--- src/rtl/q4bd_pkg.sv ---
// Shared constants for the 4-bit block dequantisation dot product.
// Used by q4bd_accum, q4bd_scale and q4_block_dequant_dot; no dependencies.
package q4bd_pkg;

    localparam int DEF_BLOCK_BYTES = 16;
    localparam int DEF_ACT_BITS    = 16;

    localparam int WEIGHT_BITS = 8;
    localparam int NIBBLE_BITS = 4;
    localparam int SCALE_BITS  = 16;
    localparam int OUT_BITS    = 40;

    // Stored nibbles carry an offset of eight; subtracting it gives -8..7.
    localparam logic signed [NIBBLE_BITS:0] NIBBLE_OFFSET = 5'sd8;

endpackage

--- src/rtl/q4bd_accum.sv ---
// Input register, nibble decode, two small multiplies and the block accumulator.
// Depends on q4bd_pkg. Hands the finished block sum to q4bd_scale.
module q4bd_accum #(
    parameter int BLOCK_BYTES = q4bd_pkg::DEF_BLOCK_BYTES,
    parameter int ACT_BITS    = q4bd_pkg::DEF_ACT_BITS,
    parameter int SUM_W       = ACT_BITS + 5 + $clog2(BLOCK_BYTES)
) (
    input  logic                                  i_clk,
    input  logic                                  i_rst_n,
    input  logic                                  i_valid,
    output logic                                  o_ready,
    input  logic [q4bd_pkg::WEIGHT_BITS-1:0]      i_weights,
    input  logic signed [ACT_BITS-1:0]            i_act_even,
    input  logic signed [ACT_BITS-1:0]            i_act_odd,
    input  logic signed [q4bd_pkg::SCALE_BITS-1:0] i_scale,
    output logic                                  o_fin_valid,
    input  logic                                  i_fin_ready,
    output logic signed [SUM_W-1:0]               o_fin_sum,
    output logic signed [q4bd_pkg::SCALE_BITS-1:0] o_fin_scale
);
    import q4bd_pkg::*;

    localparam int CNT_W = (BLOCK_BYTES > 1) ? $clog2(BLOCK_BYTES) : 1;
    localparam int PROD_W = ACT_BITS + NIBBLE_BITS + 1;

    logic                          r_in_valid;
    logic [WEIGHT_BITS-1:0]        r_weights;
    logic signed [ACT_BITS-1:0]    r_act_even;
    logic signed [ACT_BITS-1:0]    r_act_odd;
    logic signed [SCALE_BITS-1:0]  r_scale;
    logic signed [SUM_W-1:0]       r_sum;
    logic [CNT_W-1:0]              r_cnt;

    logic signed [NIBBLE_BITS:0]   w_lo;
    logic signed [NIBBLE_BITS:0]   w_hi;
    logic signed [PROD_W-1:0]      p_lo;
    logic signed [PROD_W-1:0]      p_hi;
    logic signed [SUM_W-1:0]       n_sum;
    logic                          last;
    logic                          consume;

    always_comb begin
        w_lo    = $signed({1'b0, r_weights[NIBBLE_BITS-1:0]}) - NIBBLE_OFFSET;
        w_hi    = $signed({1'b0, r_weights[WEIGHT_BITS-1:NIBBLE_BITS]}) - NIBBLE_OFFSET;
        p_lo    = PROD_W'(w_lo) * PROD_W'(r_act_even);
        p_hi    = PROD_W'(w_hi) * PROD_W'(r_act_odd);
        n_sum   = r_sum + SUM_W'(p_lo) + SUM_W'(p_hi);
        last    = (r_cnt == CNT_W'(BLOCK_BYTES - 1));
        // A byte that closes the block leaves only when the scaling stage has room.
        consume = r_in_valid && (!last || i_fin_ready);
    end

    assign o_ready     = !r_in_valid || consume;
    assign o_fin_valid = r_in_valid && last;
    assign o_fin_sum   = n_sum;
    assign o_fin_scale = r_scale;

    always_ff @(posedge i_clk) begin
        if (!i_rst_n) begin
            r_in_valid <= 1'b0;
            r_sum      <= '0;
            r_cnt      <= '0;
        end else begin
            if (i_valid && o_ready) begin
                r_in_valid <= 1'b1;
            end else if (consume) begin
                r_in_valid <= 1'b0;
            end
            if (consume) begin
                if (last) begin
                    r_sum <= '0;
                    r_cnt <= '0;
                end else begin
                    r_sum <= n_sum;
                    r_cnt <= r_cnt + 1'b1;
                end
            end
        end
    end

    always_ff @(posedge i_clk) begin
        if (i_valid && o_ready) begin
            r_weights  <= i_weights;
            r_act_even <= i_act_even;
            r_act_odd  <= i_act_odd;
            r_scale    <= i_scale;
        end
    end

endmodule

--- src/rtl/q4bd_scale.sv ---
// Block sum register, scale multiply and the result register.
// Depends on q4bd_pkg; fed by q4bd_accum.
module q4bd_scale #(
    parameter int SUM_W = 25
) (
    input  logic                                   i_clk,
    input  logic                                   i_rst_n,
    input  logic                                   i_fin_valid,
    output logic                                   o_fin_ready,
    input  logic signed [SUM_W-1:0]                i_fin_sum,
    input  logic signed [q4bd_pkg::SCALE_BITS-1:0] i_fin_scale,
    output logic                                   o_valid,
    input  logic                                   i_ready,
    output logic [q4bd_pkg::OUT_BITS-1:0]          o_data
);
    import q4bd_pkg::*;

    localparam int PROD_W = SUM_W + SCALE_BITS;
    localparam int EXT_W  = (PROD_W > OUT_BITS) ? PROD_W : OUT_BITS;

    logic                          r_f_valid;
    logic signed [SUM_W-1:0]       r_f_sum;
    logic signed [SCALE_BITS-1:0]  r_f_scale;
    logic                          r_out_valid;
    logic [OUT_BITS-1:0]           r_out_data;

    logic signed [PROD_W-1:0]      product;
    logic signed [EXT_W-1:0]       product_ext;
    logic                          load_out;

    always_comb begin
        product     = PROD_W'(r_f_sum) * PROD_W'(r_f_scale);
        product_ext = EXT_W'(product);
        load_out    = r_f_valid && (!r_out_valid || i_ready);
    end

    assign o_fin_ready = !r_f_valid || load_out;
    assign o_valid     = r_out_valid;
    assign o_data      = r_out_data;

    always_ff @(posedge i_clk) begin
        if (!i_rst_n) begin
            r_f_valid   <= 1'b0;
            r_out_valid <= 1'b0;
        end else begin
            if (i_fin_valid && o_fin_ready) begin
                r_f_valid <= 1'b1;
            end else if (load_out) begin
                r_f_valid <= 1'b0;
            end
            if (load_out) begin
                r_out_valid <= 1'b1;
            end else if (i_ready) begin
                r_out_valid <= 1'b0;
            end
        end
    end

    always_ff @(posedge i_clk) begin
        if (i_fin_valid && o_fin_ready) begin
            r_f_sum   <= i_fin_sum;
            r_f_scale <= i_fin_scale;
        end
        if (load_out) begin
            r_out_data <= product_ext[OUT_BITS-1:0];
        end
    end

endmodule

--- src/rtl/q4_block_dequant_dot.sv ---
// Top level of the 4-bit block dequantisation dot product.
// Depends on q4bd_pkg, q4bd_accum and q4bd_scale.
//
// Each input transfer carries one packed weight byte (two 4-bit weights stored
// with an offset of eight), the even and odd activations that pair with its low
// and high nibble, and the block scale, all signed Q4.12 at the default width.
// The block keeps an exact integer sum of weight times activation over
// BLOCK_BYTES transfers; on the last byte of a block it multiplies that sum by
// the scale carried with that byte and emits one Q16.24 result of 40 bits,
// wrapping modulo 2^40 only if the parameters are raised beyond what 40 bits
// hold. Scales on other bytes are ignored, and the sum and byte count restart
// at zero after each block. A new transfer is accepted in every cycle, except
// while a closing byte waits for the block sum register to free up: the
// input register feeds the two nibble multiplies and the accumulator, the
// finished block sum is registered, and the scale multiply fills the result
// register. A result thus passes through the input, block sum and result
// registers; bytes that do not close a block keep flowing while a result waits.
module q4_block_dequant_dot #(
    parameter int BLOCK_BYTES = q4bd_pkg::DEF_BLOCK_BYTES,
    parameter int ACT_BITS    = q4bd_pkg::DEF_ACT_BITS,
    localparam int IN_BITS    = q4bd_pkg::WEIGHT_BITS + 2 * ACT_BITS
                                + q4bd_pkg::SCALE_BITS,
    localparam int S_TDATA_W  = ((IN_BITS + 7) / 8) * 8,
    localparam int M_TDATA_W  = ((q4bd_pkg::OUT_BITS + 7) / 8) * 8
) (
    input  logic                 i_clk,
    input  logic                 i_rst_n,
    input  logic                 i_s_axis_tvalid,
    output logic                 o_s_axis_tready,
    // packed_weights, act_even, act_odd, block_scale, then zero fill
    input  logic [S_TDATA_W-1:0] i_s_axis_tdata,
    output logic                 o_m_axis_tvalid,
    input  logic                 i_m_axis_tready,
    // block_dot, then zero fill
    output logic [M_TDATA_W-1:0] o_m_axis_tdata
);
    import q4bd_pkg::*;

    // Wide enough for the largest possible sum of one block, kept exactly.
    localparam int SUM_W = ACT_BITS + 5 + $clog2(BLOCK_BYTES);

    localparam int AE_LO = WEIGHT_BITS;
    localparam int AO_LO = AE_LO + ACT_BITS;
    localparam int SC_LO = AO_LO + ACT_BITS;

    logic                          fin_valid;
    logic                          fin_ready;
    logic signed [SUM_W-1:0]       fin_sum;
    logic signed [SCALE_BITS-1:0]  fin_scale;
    logic [OUT_BITS-1:0]           out_data;

    q4bd_accum #(
        .BLOCK_BYTES (BLOCK_BYTES),
        .ACT_BITS    (ACT_BITS),
        .SUM_W       (SUM_W)
    ) u_accum (
        .i_clk       (i_clk),
        .i_rst_n     (i_rst_n),
        .i_valid     (i_s_axis_tvalid),
        .o_ready     (o_s_axis_tready),
        .i_weights   (i_s_axis_tdata[WEIGHT_BITS-1:0]),
        .i_act_even  ($signed(i_s_axis_tdata[AE_LO +: ACT_BITS])),
        .i_act_odd   ($signed(i_s_axis_tdata[AO_LO +: ACT_BITS])),
        .i_scale     ($signed(i_s_axis_tdata[SC_LO +: SCALE_BITS])),
        .o_fin_valid (fin_valid),
        .i_fin_ready (fin_ready),
        .o_fin_sum   (fin_sum),
        .o_fin_scale (fin_scale)
    );

    q4bd_scale #(
        .SUM_W       (SUM_W)
    ) u_scale (
        .i_clk       (i_clk),
        .i_rst_n     (i_rst_n),
        .i_fin_valid (fin_valid),
        .o_fin_ready (fin_ready),
        .i_fin_sum   (fin_sum),
        .i_fin_scale (fin_scale),
        .o_valid     (o_m_axis_tvalid),
        .i_ready     (i_m_axis_tready),
        .o_data      (out_data)
    );

    // Any padding bits of the result bus read as zero.
    assign o_m_axis_tdata = M_TDATA_W'(out_data);

endmodule

--- config.mk ---
export PLATFORM = sky130hd
export DESIGN_NAME = q4_block_dequant_dot
export DESIGN_NICKNAME = d
export VERILOG_FILES = /design/src/rtl/q4bd_pkg.sv /design/src/rtl/q4bd_accum.sv /design/src/rtl/q4bd_scale.sv /design/src/rtl/q4_block_dequant_dot.sv
export SDC_FILE = /design/constraint.sdc
export NUM_CORES = 2
export LEC_CHECK = 0
export ABC_CLOCK_PERIOD_IN_PS = 6700
export BUFFER_PORTS_ARGS = -buffer_cell sky130_fd_sc_hd__buf_4
export CORE_ASPECT_RATIO = 1.5
export CORE_MARGIN = 5
export CORE_UTILIZATION = 50
export CTS_CLUSTER_SIZE = 28
export DETAILED_ROUTE_END_ITERATION = 12
export PLACE_DENSITY = 0.77
export SYNTH_ARGS = -nofsm -noshare
export SYNTH_HDL_FRONTEND = slang
export SYNTH_HIERARCHICAL = 1
export SYNTH_SLANG_ARGS = --single-unit
--- constraint.sdc ---
create_clock -name i_clk -period 6.7 [get_ports i_clk]
set_clock_uncertainty 0.05 [all_clocks]
set_input_delay 0.335 -clock i_clk [delete_from_list [all_inputs] [get_ports i_clk]]
set_output_delay 0.335 -clock i_clk [all_outputs]
set_load 0.02 [all_outputs]
**Word level (Yosys, flattened, before mapping)**

Cells that the tools add are included.

- Register bits after elaboration: 169
- Bits of input ports: 60
- Output and inout bits: 42

- $add $sub $neg: 5
- Multiply operators: 3
- Eq/ne operators: 1
- Multiplexer cells: 8
- Reductions and logical operators: 16

Operators by type and width:

| kind | count |
|---|---|
| $add A25 B21 Y25 | 2 |
| $mul A5 B16 Y21 | 2 |
| $mul A25 B16 Y40 | 1 |
| $mux W25 | 1 |
| $sub A4 B4 Y5 const B | 2 |
| $mux W1 | 6 |
| $reduce_bool A2 Y1 | 3 |
| $logic_and A1 B1 Y1 | 5 |
| $add A4 B1 Y4 const B | 1 |
| $eq A4 B4 Y1 const B | 1 |
| $logic_not A1 Y1 | 4 |
| $logic_or A1 B1 Y1 | 4 |
| $mux W4 | 1 |

**Depth between registers and ports, before layout**

- Depth after elaboration: 9
- Mapped depth: 24

**Hierarchy**

Netlist, hierarchy kept.

Modules (own cells, without submodules):

| module | instances | cells an instance | area an instance (sq um) | sequential area each (sq um) |
|---|---|---|---|---|
| q4bd_scale | 1 | 1707 | 16701.0 | 2472.4 |
| q4bd_accum | 1 | 903 | 9601.7 | 2282.2 |

**Least setup slack after synthesis**

Ideal clock, no wire load.

- Path type: register to register
- Start point: register u_scale.r_f_sum[14]
- End point: register u_scale.r_out_data[33], in the netlist u_scale/o_data[33], data pin
- Setup time: 279 ps
- Arrival time: 5919 ps
- Path slack: 452 ps
- Stages on the path, launching flop included: 23
- Buffers on the path: 1
- Period minus slack after synthesis: 6248 ps
- Cells stage by stage: edfxtp_1 clkbuf_1 nand2_1 fa_1 inv_1 fa_1 inv_1 fa_1 inv_1 fa_1 fa_1 inv_1 fa_1 inv_1 ha_1 nand4_2 nor3_2 or4b_4 a31oi_4 nor2_2 o31ai_2 o31a_1 o311ai_1

- Word-level cells in the longest chain between the ends: 1

Ends and longest elaborated chain:

| element | line | RTL |
|---|---|---|
| start, declared | q4bd_scale.sv:22 | `logic signed [SUM_W-1:0] r_f_sum;` |
| start signal, assigned | q4bd_scale.sv:61 | `r_f_sum <= i_fin_sum;` |
| $mul A25 B16 Y40 | q4bd_scale.sv:32 | `product = PROD_W'(r_f_sum) * PROD_W'(r_f_scale);` |
| via u_scale.product[33] | q4bd_scale.sv:27 | `logic signed [PROD_W-1:0] product;` |
| end signal, assigned | q4bd_scale.sv:65 | `r_out_data <= product_ext[OUT_BITS-1:0];` |
| end, declared | q4bd_scale.sv:25 | `logic [OUT_BITS-1:0] r_out_data;` |

The timed path passes the listed nets, and every way through them passes these cells.
A chain may end at the register's enable or synchronous reset.

**Final worst setup path**

- Start point: register u_scale.r_f_scale[1]
- End point: register u_scale.r_out_data[39], in the netlist u_scale/o_data[39], data pin

- Word-level cells in the longest chain between the ends: 1

Ends and longest elaborated chain:

| element | line | RTL |
|---|---|---|
| start, declared | q4bd_scale.sv:23 | `logic signed [SCALE_BITS-1:0] r_f_scale;` |
| start signal, assigned | q4bd_scale.sv:62 | `r_f_scale <= i_fin_scale;` |
| $mul A25 B16 Y40 | q4bd_scale.sv:32 |  |
| via u_scale.product[39] | q4bd_scale.sv:27 |  |

The timed path passes the listed nets, and every way through them passes these cells.

==> metrics.txt <==
status complete, no violations; Post-synth EDFFs around 140; I/O pin count between 100 and 150; DRT Wirelength approximately 60000 microns; Main synth FF type edfxtp_1; CP arrival ~6800 ps; CP Launch Type flip-flop; met3 WL approximately 2800 microns; Seq/Total Area, Yosys 18.1%; Routability Congestion between 0.9 and 1; synth-to-layout area growth 13.4%; synthesized area around 26000 sq um; critical path fanouts, max 10; synthesized area per cell between 10 and 15 sq um; RSZ-0062 raised after global routing yes; Initial Util ~50%; Row Count 103; share of the synthesized area in the top cell type a little over two fifths; M1 WL between 20000 and 25000 microns; grt total ovfl 0; first-pass GRT wire length approximately 100000 microns; worst hold-check path type in2reg; total power 9.43 mW; most instantiated cells after synthesis 649 x inv_1, 551 x fa_1, 309 x nand2_1; vias per std cell a little over 5; CTS tree built; DP Worst Slack -126 ps; Netlist cell types 70; Bufs on Longest Clock Path 2; clock sink total about 170; initial drt markers around 850; Power Density around 320 nW/um^2; fin area approximately 30000 sq um; initial antenna violation count 0; Core Area ~52000 sq um; number of max-cap violations 0; worst reg-to-reg setup slack roughly 170 ps; worst-margin pin slew around 1000 ps; Ys Warns 6; Max Used Layer met4; # port buffers 101; final hold vios 0; DR vias around 18000; #FFs+latches synth between 150 and 200; Final setup viols 0; Worst VDD drop 0.460 mV; CTS Buf Count 17; Tcrit/Tclk final a little over nine tenths; setup tns final 0 ps; WP data required between 6000 and 7000 ps; async set-or-reset flop fraction in the synthesized netlist 0%; first-pass iteration count of the detailed router 5; DR WL met2 33500 microns; die height 291 microns; LEAKAGE 14.4 nW; worst skew pair latency 490 ps; Nets between 3000 and 4000; vias in the first global route between 20000 and 25000; Syn Nets between 3000 and 4000; Worst Setup End Kind flip-flop; count leader, synth inv_1; pins over their slew limit 0; Mapped Cells between 2000 and 3000; DP HPWL around 50000 microns; slew margin rel. around 31%; die footprint 57400 sq um; Remaining DRCs 0; Final WS setup 170 ps; crit path kind reg2reg; fmax 153 MHz; H-tree Lvls 4; top cells by area, synth fa_1 42%, edfxtp_1 16%, inv_1 9.3%, ha_1 8.7%, and2_1 4.9%; routed len/inst between 15 and 20 microns; GRT Resource Usage Total a little over a fifth; cell taking the most area after synthesis fa_1; ant diodes 0; Root Buffer clkbuf_16; DRT antenna net count 0; clock-pin slew on the worst setup and hold paths 90 ps; placed cell areas between 20000 and 30000 sq um; Die W 197 microns; share of cells above drive strength 1 between 10% and 20%; crit path time final roughly 6500 ps; largest net degree at the start of global routing 57
## worst max-delay path: stages (launching register included)
cell and delay [ps]:
edfxtp_1 500, buf_12 170, nand2_1 80, fa_1 550, inv_1 60, fa_1 520, inv_1 50, fa_1 500
inv_1 60, fa_1 450, fa_1 510, inv_1 50, fa_1 470, inv_1 50, ha_2 390, nand4_4 120
nor3_2 210, or4b_4 520, a31oi_4 290, o211ai_2 140, and2_4 180, o211a_1 210, a311oi_2 200
## what timing repair did
item	in CTS	in global routing
buffers inserted	6	24
setup endpoints to repair	3	8
gates cloned	0	1
pin swaps	0	18
endpoints found under the hold margin	57	0
hold buffers	57	0
gates resized for setup	2	31
## final cells by class
cell class / count / area, sq um
clock buffers: 17 / 425
clock inverters: 15 / 234
fillers: 4407 / 22500
inverters: 650 / 2440
multi-input cells: 1709 / 19000
flip-flops and latches: 169 / 4750
well taps: 682 / 853
repair buffers: 262 / 2170
## power breakdown
group,switching [mW],total (mW),leakage (nW),internal (mW)
logic,3.89,6.72,12.6,2.83
registers,0.0703,1.60,1.54,1.53
clock network,0.581,1.11,0.317,0.533
## path summary, 6_finish.rpt
kind | start | endpoint | cells past startpoint
min reg2reg | u_accum/o_fin_scale[13] | u_scale/r_f_scale[13] | 0
min | i_rst_n | u_scale/o_valid | 2
max | u_scale/r_f_scale[1] | u_scale/o_data[39] | 22
max reg2reg | u_scale/r_f_scale[1] | u_scale/o_data[39] | 22
## cells in the final DEF (no fill, tap or decap), types with 6 or more instances in the layout
cell / Yosys / final
xnor2_1: 54 / 53
a21oi_1: 43 / 43
dfxtp_1: 32 / 32
o21a_1: 8 / 8
o21ai_0: 30 / 29
nor2b_1: 36 / 34
and2_1: 206 / 204
a31oi_1: 7 / 7
a22o_1: 10 / 10
a22oi_1: 14 / 14
fa_1: 551 / 549
nand3_1: 12 / 11
inv_1: 649 / 645
xor2_1: 14 / 14
buf_4: 0 / 198
ha_1: 182 / 177
a21o_1: 24 / 24
nor2_1: 70 / 69
or2_2: 18 / 18
edfxtp_1: 137 / 137
nand2_1: 309 / 308
dlygate4sd3_1: 0 / 57
clkbuf_16: 0 / 18
nor3_1: 12 / 11
o211ai_1: 6 / 6
nand2b_1: 22 / 22
## logic make-up (layout without fill, tap and decap cells)
kind of cell | count (synthesis) | count (layout) | share of synthesized area [%]
AND/OR/NAND/NOR | 703 | 703 | 13.1
buffers and inverters | 732 | 944 | 10.5
multiplexers | 1 | 1 | 0.0381
flip-flops | 169 | 169 | 18.1
adder cells (fa/ha/maj) | 733 | 733 | 50.6
XOR/XNOR | 68 | 68 | 2.26
AO/OA/AOI/OAI | 204 | 204 | 5.44
## registers in the layout, summed over array words and instances (netlist names)
name	flops
u_accum/r_act_odd	16
u_accum/r_act_even	16
u_scale/r_f_scale	16
u_scale/o_valid	1
u_accum/r_in_valid	1
u_scale/r_f_valid	1
u_scale/o_data	40
u_accum/o_fin_scale	16
u_scale/r_f_sum	25
u_accum/r_weights	8
u_accum/r_sum	25
u_accum/r_cnt	4
## metal layers
layer  track usage (%)  up-vias
li1                  -     8223
met1              25.0     9280
met2              41.7      561
met3              2.76      156
met4              7.99        0
met5                 0        -
## through the flow
step	hold WS (ps)	util, %	std cells
global placement	352	53.9	3384
CTS	108	56.3	3479
finish	124	57.0	3504
detailed placement	355	53.9	3384
global route	125	57.0	3504
floorplan	350	-	2610
Note: power is estimated with default switching activity, not from simulation.
